--- src/sv/hsv2rgb_pkg.sv ---
// Shared types and constants for the HSV to RGB converter.
package hsv2rgb_pkg;

	localparam int unsigned HueW    = 9;
	localparam int unsigned ChanW   = 8;
	localparam int unsigned SectorW = 4;
	localparam int unsigned RemW    = 6;

	localparam logic [HueW-1:0]  DegPerSector = 9'd60;
	localparam logic [7:0]       FullScale    = 8'd255;
	localparam logic [13:0]      QDenom       = 14'd15300;   // 255 * 60
	localparam logic [SectorW-1:0] SectorCount = 4'd6;
	localparam int unsigned      MaxSector    = 8;           // 511 / 60

	// Reciprocal of 15300 scaled by 2^36, rounded up; exact for numerators below 2^22.
	localparam int unsigned      QRecipShift  = 36;
	localparam logic [22:0]      QRecip       = 23'd4491470;

	// Sector codes of the six-sector mux.
	localparam logic [SectorW-1:0] SecRed     = 4'd0;
	localparam logic [SectorW-1:0] SecYellow  = 4'd1;
	localparam logic [SectorW-1:0] SecGreen   = 4'd2;
	localparam logic [SectorW-1:0] SecCyan    = 4'd3;
	localparam logic [SectorW-1:0] SecBlue    = 4'd4;
	localparam logic [SectorW-1:0] SecMagenta = 4'd5;

	// Hue split into sector and remainder.
	typedef struct packed {
		logic               valid;
		logic [SectorW-1:0] sector;
		logic [RemW-1:0]    rem;
		logic [ChanW-1:0]   sat;
		logic [ChanW-1:0]   val;
	} split_t;

	// Finished p, q, t terms with the value and sector.
	typedef struct packed {
		logic               valid;
		logic [SectorW-1:0] sector;
		logic [ChanW-1:0]   val;
		logic [ChanW-1:0]   p;
		logic [ChanW-1:0]   q;
		logic [ChanW-1:0]   t;
	} terms_t;

endpackage

--- src/sv/hsv2rgb_if.sv ---
// Valid/ready stream interfaces for the pixel request and the color result.
interface hsv2rgb_pixel_if;
	logic       valid;
	logic       ready;
	logic [8:0] hue_deg;
	logic [7:0] saturation;
	logic [7:0] brightness;

	modport source (output valid, output hue_deg, output saturation, output brightness,
		input ready);
	modport sink (input valid, input hue_deg, input saturation, input brightness,
		output ready);
endinterface

interface hsv2rgb_color_if;
	logic       valid;
	logic       ready;
	logic [7:0] red;
	logic [7:0] green;
	logic [7:0] blue;

	modport source (output valid, output red, output green, output blue, input ready);
	modport sink (input valid, input red, input green, input blue, output ready);
endinterface

--- src/sv/hsv2rgb_split.sv ---
// Stage 1: split the hue into sector and remainder within the sector.
module hsv2rgb_split (
	input  logic                              clk,
	input  logic                              arst_n,
	input  logic                              en,
	input  logic                              valid,
	input  logic [hsv2rgb_pkg::HueW-1:0]      hue_deg,
	input  logic [hsv2rgb_pkg::ChanW-1:0]     saturation,
	input  logic [hsv2rgb_pkg::ChanW-1:0]     brightness,
	output hsv2rgb_pkg::split_t               split_s1
);

	logic [hsv2rgb_pkg::SectorW-1:0] sector;
	logic [hsv2rgb_pkg::HueW-1:0]    base;
	logic [hsv2rgb_pkg::HueW-1:0]    rem_full;

	logic                            valid_s1;
	logic [hsv2rgb_pkg::SectorW-1:0] sector_s1;
	logic [hsv2rgb_pkg::RemW-1:0]    rem_s1;
	logic [hsv2rgb_pkg::ChanW-1:0]   sat_s1;
	logic [hsv2rgb_pkg::ChanW-1:0]   val_s1;

	// Independent threshold compares; the highest one passed names the sector.
	always_comb begin
		sector = '0;
		base   = '0;
		for (int k = 1; k <= hsv2rgb_pkg::MaxSector; k++) begin
			if (hue_deg >= hsv2rgb_pkg::HueW'(k * 60)) begin
				sector = hsv2rgb_pkg::SectorW'(k);
				base   = hsv2rgb_pkg::HueW'(k * 60);
			end
		end
		rem_full = hue_deg - base;
	end

	always_ff @(posedge clk or negedge arst_n) begin
		if (!arst_n) begin
			valid_s1 <= 1'b0;
		end else if (en) begin
			valid_s1 <= valid;
		end
	end

	always_ff @(posedge clk) begin
		if (en) begin
			sector_s1 <= sector;
			rem_s1    <= rem_full[hsv2rgb_pkg::RemW-1:0];
			sat_s1    <= saturation;
			val_s1    <= brightness;
		end
	end

	assign split_s1 = '{valid: valid_s1, sector: sector_s1, rem: rem_s1, sat: sat_s1,
		val: val_s1};

endmodule

--- src/sv/hsv2rgb_terms.sv ---
// Stages 2 to 4: form the p, q and t terms with exact truncation.
module hsv2rgb_terms (
	input  logic                 clk,
	input  logic                 arst_n,
	input  logic                 en,
	input  hsv2rgb_pkg::split_t  split_s1,
	output hsv2rgb_pkg::terms_t  terms_s4
);

	// Stage 2: products of saturation.
	logic                            valid_s2;
	logic [hsv2rgb_pkg::SectorW-1:0] sector_s2;
	logic [7:0]                      val_s2;
	logic [15:0]                     pnum_s2;
	logic [13:0]                     sr_s2;
	logic [13:0]                     st_s2;

	// Stage 3: p finished, q and t numerators.
	logic                            valid_s3;
	logic [hsv2rgb_pkg::SectorW-1:0] sector_s3;
	logic [7:0]                      val_s3;
	logic [7:0]                      p_s3;
	logic [21:0]                     qnum_s3;
	logic [21:0]                     tnum_s3;

	// Stage 4: finished terms.
	logic                            valid_s4;
	logic [hsv2rgb_pkg::SectorW-1:0] sector_s4;
	logic [7:0]                      val_s4;
	logic [7:0]                      p_s4;
	logic [7:0]                      q_s4;
	logic [7:0]                      t_s4;

	logic [6:0]  rem_c;
	logic [16:0] psum;
	logic [13:0] qdiff;
	logic [13:0] tdiff;
	logic [44:0] qprod;
	logic [44:0] tprod;

	always_comb begin
		rem_c = 7'd60 - 7'(split_s1.rem);
		// x / 255 for x below 65535: (x + (x >> 8) + 1) >> 8.
		psum  = 17'(pnum_s2) + 17'(pnum_s2[15:8]) + 17'd1;
		qdiff = hsv2rgb_pkg::QDenom - sr_s2;
		tdiff = hsv2rgb_pkg::QDenom - st_s2;
		qprod = 45'(qnum_s3) * 45'(hsv2rgb_pkg::QRecip);
		tprod = 45'(tnum_s3) * 45'(hsv2rgb_pkg::QRecip);
	end

	always_ff @(posedge clk or negedge arst_n) begin
		if (!arst_n) begin
			valid_s2 <= 1'b0;
			valid_s3 <= 1'b0;
			valid_s4 <= 1'b0;
		end else if (en) begin
			valid_s2 <= split_s1.valid;
			valid_s3 <= valid_s2;
			valid_s4 <= valid_s3;
		end
	end

	always_ff @(posedge clk) begin
		if (en) begin
			sector_s2 <= split_s1.sector;
			val_s2    <= split_s1.val;
			pnum_s2   <= 16'(split_s1.val) * 16'(hsv2rgb_pkg::FullScale - split_s1.sat);
			sr_s2     <= 14'(split_s1.sat) * 14'(split_s1.rem);
			st_s2     <= 14'(split_s1.sat) * 14'(rem_c);

			sector_s3 <= sector_s2;
			val_s3    <= val_s2;
			p_s3      <= psum[15:8];
			qnum_s3   <= 22'(val_s2) * 22'(qdiff);
			tnum_s3   <= 22'(val_s2) * 22'(tdiff);

			sector_s4 <= sector_s3;
			val_s4    <= val_s3;
			p_s4      <= p_s3;
			q_s4      <= qprod[hsv2rgb_pkg::QRecipShift+7:hsv2rgb_pkg::QRecipShift];
			t_s4      <= tprod[hsv2rgb_pkg::QRecipShift+7:hsv2rgb_pkg::QRecipShift];
		end
	end

	assign terms_s4 = '{valid: valid_s4, sector: sector_s4, val: val_s4, p: p_s4, q: q_s4,
		t: t_s4};

endmodule

--- src/sv/hsv_to_rgb_converter_top.sv ---
// Top level of the HSV to RGB converter: pipeline control and sector mux.
//
//   Channel   Role    Payload                              Meaning
//   pixel     sink    hue_deg[9], saturation[8],           one pixel request in HSV
//                     brightness[8]
//   color     source  red[8], green[8], blue[8]            the converted RGB pixel
//
// One pixel per clock sustained unless color stalls; a request passes the split,
// products, p and numerators and reciprocal multiply registers and the sector mux
// into the output register. The reciprocal multiply (22 x 23 bits) sets the clock.
// arst_n clears every valid bit; payload registers are not reset.
// A stall on color freezes all stages together, so nothing is dropped or repeated;
// pixel.ready follows color.ready whenever the output register is full.
module hsv_to_rgb_converter_top (
	input  logic            clk,
	input  logic            arst_n,
	hsv2rgb_pixel_if.sink   pixel,
	hsv2rgb_color_if.source color
);

	logic                 en;
	hsv2rgb_pkg::split_t  split_s1;
	hsv2rgb_pkg::terms_t  terms_s4;
	logic                 valid_q;
	logic [7:0]           red_q;
	logic [7:0]           green_q;
	logic [7:0]           blue_q;
	logic [7:0]           red_c;
	logic [7:0]           green_c;
	logic [7:0]           blue_c;

	// Advance the whole pipe unless a finished pixel waits at the output.
	assign en          = !valid_q || color.ready;
	assign pixel.ready = en;

	hsv2rgb_split u_split (
		.clk        (clk),
		.arst_n     (arst_n),
		.en         (en),
		.valid      (pixel.valid),
		.hue_deg    (pixel.hue_deg),
		.saturation (pixel.saturation),
		.brightness (pixel.brightness),
		.split_s1   (split_s1)
	);

	hsv2rgb_terms u_terms (
		.clk      (clk),
		.arst_n   (arst_n),
		.en       (en),
		.split_s1 (split_s1),
		.terms_s4 (terms_s4)
	);

	// Six-sector mux; sectors six and above (hue 360 and beyond) map as red.
	always_comb begin
		case (terms_s4.sector)
			hsv2rgb_pkg::SecYellow: begin
				red_c = terms_s4.q;   green_c = terms_s4.val; blue_c = terms_s4.p;
			end
			hsv2rgb_pkg::SecGreen: begin
				red_c = terms_s4.p;   green_c = terms_s4.val; blue_c = terms_s4.t;
			end
			hsv2rgb_pkg::SecCyan: begin
				red_c = terms_s4.p;   green_c = terms_s4.q;   blue_c = terms_s4.val;
			end
			hsv2rgb_pkg::SecBlue: begin
				red_c = terms_s4.t;   green_c = terms_s4.p;   blue_c = terms_s4.val;
			end
			hsv2rgb_pkg::SecMagenta: begin
				red_c = terms_s4.val; green_c = terms_s4.p;   blue_c = terms_s4.q;
			end
			default: begin
				red_c = terms_s4.val; green_c = terms_s4.t;   blue_c = terms_s4.p;
			end
		endcase
	end

	// Output register: hold while the consumer stalls.
	always_ff @(posedge clk or negedge arst_n) begin
		if (!arst_n) begin
			valid_q <= 1'b0;
		end else if (en) begin
			valid_q <= terms_s4.valid;
		end
	end

	always_ff @(posedge clk) begin
		if (en) begin
			red_q   <= red_c;
			green_q <= green_c;
			blue_q  <= blue_c;
		end
	end

	assign color.valid = valid_q;
	assign color.red   = red_q;
	assign color.green = green_q;
	assign color.blue  = blue_q;

endmodule

--- src/flat_wrapper.sv ---
// flat-port wrapper written by rule: the top's interface ports become plain ports
module hsv_to_rgb_converter_top_flat 
  (clk, arst_n, pixel_valid, pixel_hue_deg, pixel_saturation, pixel_brightness, pixel_ready, color_valid, color_red, color_green, color_blue, color_ready);
  hsv2rgb_pixel_if pixel_i ();
  hsv2rgb_color_if color_i ();
  input  logic clk;
  input  logic arst_n;
  input wire logic [$bits(pixel_i.valid)-1:0] pixel_valid;
  input wire logic [$bits(pixel_i.hue_deg)-1:0] pixel_hue_deg;
  input wire logic [$bits(pixel_i.saturation)-1:0] pixel_saturation;
  input wire logic [$bits(pixel_i.brightness)-1:0] pixel_brightness;
  output wire logic [$bits(pixel_i.ready)-1:0] pixel_ready;
  output wire logic [$bits(color_i.valid)-1:0] color_valid;
  output wire logic [$bits(color_i.red)-1:0] color_red;
  output wire logic [$bits(color_i.green)-1:0] color_green;
  output wire logic [$bits(color_i.blue)-1:0] color_blue;
  input wire logic [$bits(color_i.ready)-1:0] color_ready;
  assign pixel_i.valid = pixel_valid;
  assign pixel_i.hue_deg = pixel_hue_deg;
  assign pixel_i.saturation = pixel_saturation;
  assign pixel_i.brightness = pixel_brightness;
  assign pixel_ready = pixel_i.ready;
  assign color_valid = color_i.valid;
  assign color_red = color_i.red;
  assign color_green = color_i.green;
  assign color_blue = color_i.blue;
  assign color_i.ready = color_ready;
  hsv_to_rgb_converter_top u_core (.clk(clk), .arst_n(arst_n), .pixel(pixel_i), .color(color_i));
endmodule
--- config.mk ---
export PLATFORM = sky130hd
export DESIGN_NAME = hsv_to_rgb_converter_top_flat
export DESIGN_NICKNAME = d
export VERILOG_FILES = /design/src/sv/hsv2rgb_pkg.sv /design/src/sv/hsv2rgb_if.sv /design/src/sv/hsv2rgb_split.sv /design/src/sv/hsv2rgb_terms.sv /design/src/sv/hsv_to_rgb_converter_top.sv /design/src/flat_wrapper.sv
export SDC_FILE = /design/constraint.sdc
export NUM_CORES = 2
export LEC_CHECK = 0
export ABC_AREA = 0
export BUFFER_PORTS_ARGS = -buffer_cell sky130_fd_sc_hd__buf_4
export CAP_MARGIN = 20
export CORE_ASPECT_RATIO = 1.25
export CORE_MARGIN = 2
export CORE_UTILIZATION = 60
export DETAILED_ROUTE_END_ITERATION = 12
export PLACE_DENSITY = 0.89
export SYNTH_ARGS = -nofsm -noshare
export SYNTH_HDL_FRONTEND = slang
export SYNTH_HIERARCHICAL = 1
export SYNTH_SLANG_ARGS = --single-unit
--- constraint.sdc ---
create_clock -name clk -period 7.66 [get_ports clk]
set_clock_uncertainty 0.15 [all_clocks]
set_input_delay 1.149 -clock clk [delete_from_list [all_inputs] [get_ports clk]]
set_output_delay 1.149 -clock clk [all_outputs]
set_load 0.02 [all_outputs]
==> results.toml <==
[run_status]
status = "completed"

[cts]
cts.clk_slew.worst_paths_ns = 0.06
ctsLongestPathBuffers = 3
ctsRootBufferMaster = "clkbuf_16"
clkSinkCount = 209
clk_latency_ns = 0.57
cts_made_buffers = 24
post_cts_buffers = 0
tritoncts = "done"
cts_max_level = 1
cts-hold-fix-buffers = 0
post_cts_resized = 0

[timing]
period_share_pct = 86.6
rsz0062_at_grt = "false"
worst_pin_slew_ns = 1.00
setup_viol = 0
slew_viol_final = 0
hold_viol_final = 0
layout_min_cycle_time_ns = 6.63
fin_setup_tns_ns = 0
fmax_mhz = 151
relSlewSlack_pct = 33.4

[routing]
viasPerCell = 5.50
detail_route.wl_per_cell_um = 17.1
firstDrtPassIters = 6
postRouteAntennaNets = 0
drtIter0Drc = 1404
drc = 0
routed_wl_mm = 67.1
vias = 21700

[yosys]
ys_warn_count = 6
syn_area_um2 = 32800
async_flop_share_pct = 2.39
synth_top_cell_by_area = "fa_1"
ys_top_cells_by_area = "fa_1, ha_1, edfxtp_1"
synth_top_area_share_pct = 28.1
ys_types = 76
syn_inst = 3173
ys_seq_area_share_pct = 19.1
avgSynthCellArea_um2 = 10.3
ys_seq_elements = 209
ys.flop_type = "edfxtp_1"
synth.net_count = 4256
synth-edff-count = 204

[placement]
hpwl_mm = 54.5
routabilityCongestion = 0.945
port_buffers = 54

[floorplan]
core_um2 = 53800
fp.dieH_um = 265
start_util_pct = 60.9
io_pins = 55
design.die.area_um2 = 56600
chipWidth_um = 213
rows = 95

[finish]
final_util_pct = 64.3
final_cell_mix = "inv_1, ha_1, fa_1"
drive_gt1_share_pct = 4.02
diodes = 0
final_common_cell = "inv_1"
layout-area-overhead-vs-synth_pct = 5.52
layout.nets = 4272

[setup_path]
crit_arrival_ns = 6.77
required_ns = 7.79
worstPathMaxFanout = 7
worstSetupEndpointType = "register"
startpoint_type = "register"
critPathKind = "reg2reg"

[global_routing]
grt_use_total_pct = 24.9
antenna_found_initial = 0
grt_pass1_vias = 23400
grt_pass1_wl_mm = 113
gr-total-overflow = 0
grt_max_degree = 148

[hold_path]
hp-class = "in2async"

[run]
drv_cap = 0
-- area by class of cell --
| cell class | instances | area (um^2) |
|---|---|---|
| multi-input combinational | 2158 | 23500 |
| clock inverter | 18 | 165 |
| fill | 3899 | 19200 |
| timing repair buffer | 59 | 455 |
| inverter | 737 | 2770 |
| clock buffer | 25 | 604 |
| tap | 727 | 910 |
| sequential | 209 | 6250 |
-- per-layer routing --
| layer | GRT usage (%) | part of all wire, % |
|---|---|---|
| met3 | 2.49 | 4.2 |
| met2 | 44.0 | 52 |
| met5 | 0 | 0 |
| met1 | 31.1 | 40 |
| met4 | 10.2 | 4.0 |
-- per-stage QoR --
stage / area [um^2] / hold slack, ns / setup slack (ns) / instances
CTS: 34600 / 0.207 / 0.983 / 3933
finish: 34600 / 0.223 / 1.03 / 3933
global route: 34600 / 0.214 / 0.522 / 3933
global placement: 33800 / 0.251 / 1.15 / 3890
floorplan: 32800 / 0.250 / 0.0685 / 3173
detailed placement: 33800 / 0.255 / 0.963 / 3890
-- state kept, by name (all words and copies together) (netlist names), 13 cells and up --
signal	count
u_core/u_terms/qnum_s3	22
u_core/u_terms/tnum_s3	21
u_core/u_terms/pnum_s2	16
u_core/u_terms/sr_s2	14
u_core/u_terms/st_s2	13
-- kinds of logic after synthesis --
family          Yosys count  synth area share (%)
fa+ha+maj              1055                  50.8
buf+inv                 806                  9.45
simple gates            682                  11.1
compound gates          294                  6.17
flops                   209                  19.1
xor+xnor                120                  3.20
mux                       7                 0.229
-- Yosys cell counts (all sizes together), types with 6 or more instances --
cell type    n
o22a         8
a22oi        8
fa         460
a31oi       13
or2          6
nor2b       92
and2       174
o211ai       8
clkbuf      48
xnor2       82
buf         21
nor3        19
and3        11
nand2b      48
nand3       23
o41ai        7
nor2        84
nand2      173
ha         594
nor3b        9
a21oi       83
o21ai       46
or3          8
inv        737
a211oi      15
o21a        10
nand3b       9
a21boi      13
nand4       10
a21o        27
o32a         8
nor4         8
edfxtp     204
xor2        38
o21bai      16
-- worst max-delay path, stage by stage, from the launching register on --
cell and delay [ns]:
edfxtp_1 0.57, ha_1 0.41, inv_1 0.07, fa_1 0.50, fa_1 0.49, inv_1 0.04, ha_1 0.30, fa_1 0.47
fa_1 0.54, inv_1 0.06, fa_1 0.54, inv_1 0.04, ha_1 0.31, nand4_1 0.17, nor4_1 0.34, o31ai_1 0.17
nand4b_1 0.23, a31oi_1 0.14, nor3_1 0.44, nor2_1 0.11, a21oi_1 0.17, xnor2_1 0.11
-- worst paths after layout --
check,end,startpoint,cells after the start,slack (ns)
min reg2reg,u_core/u_terms/val_s4[3],u_core/u_terms/val_s3[3],0,0.27
max,u_core/u_terms/q_s4[7],u_core/u_terms/qnum_s3[18],21,1.03
min in group clk,u_core/u_terms/val_s4[3],u_core/u_terms/val_s3[3],0,0.27
min,u_core/u_split/valid_s1,arst_n,1,0.22
max reg2reg,u_core/u_terms/q_s4[7],u_core/u_terms/qnum_s3[18],21,1.03
max in group asynchronous,u_core/u_terms/valid_s2,arst_n,1,7.03
Power is left out: the tool's default activity adds up to more than one toggle a clock period on the data nets, which glitch-free logic cannot reach.
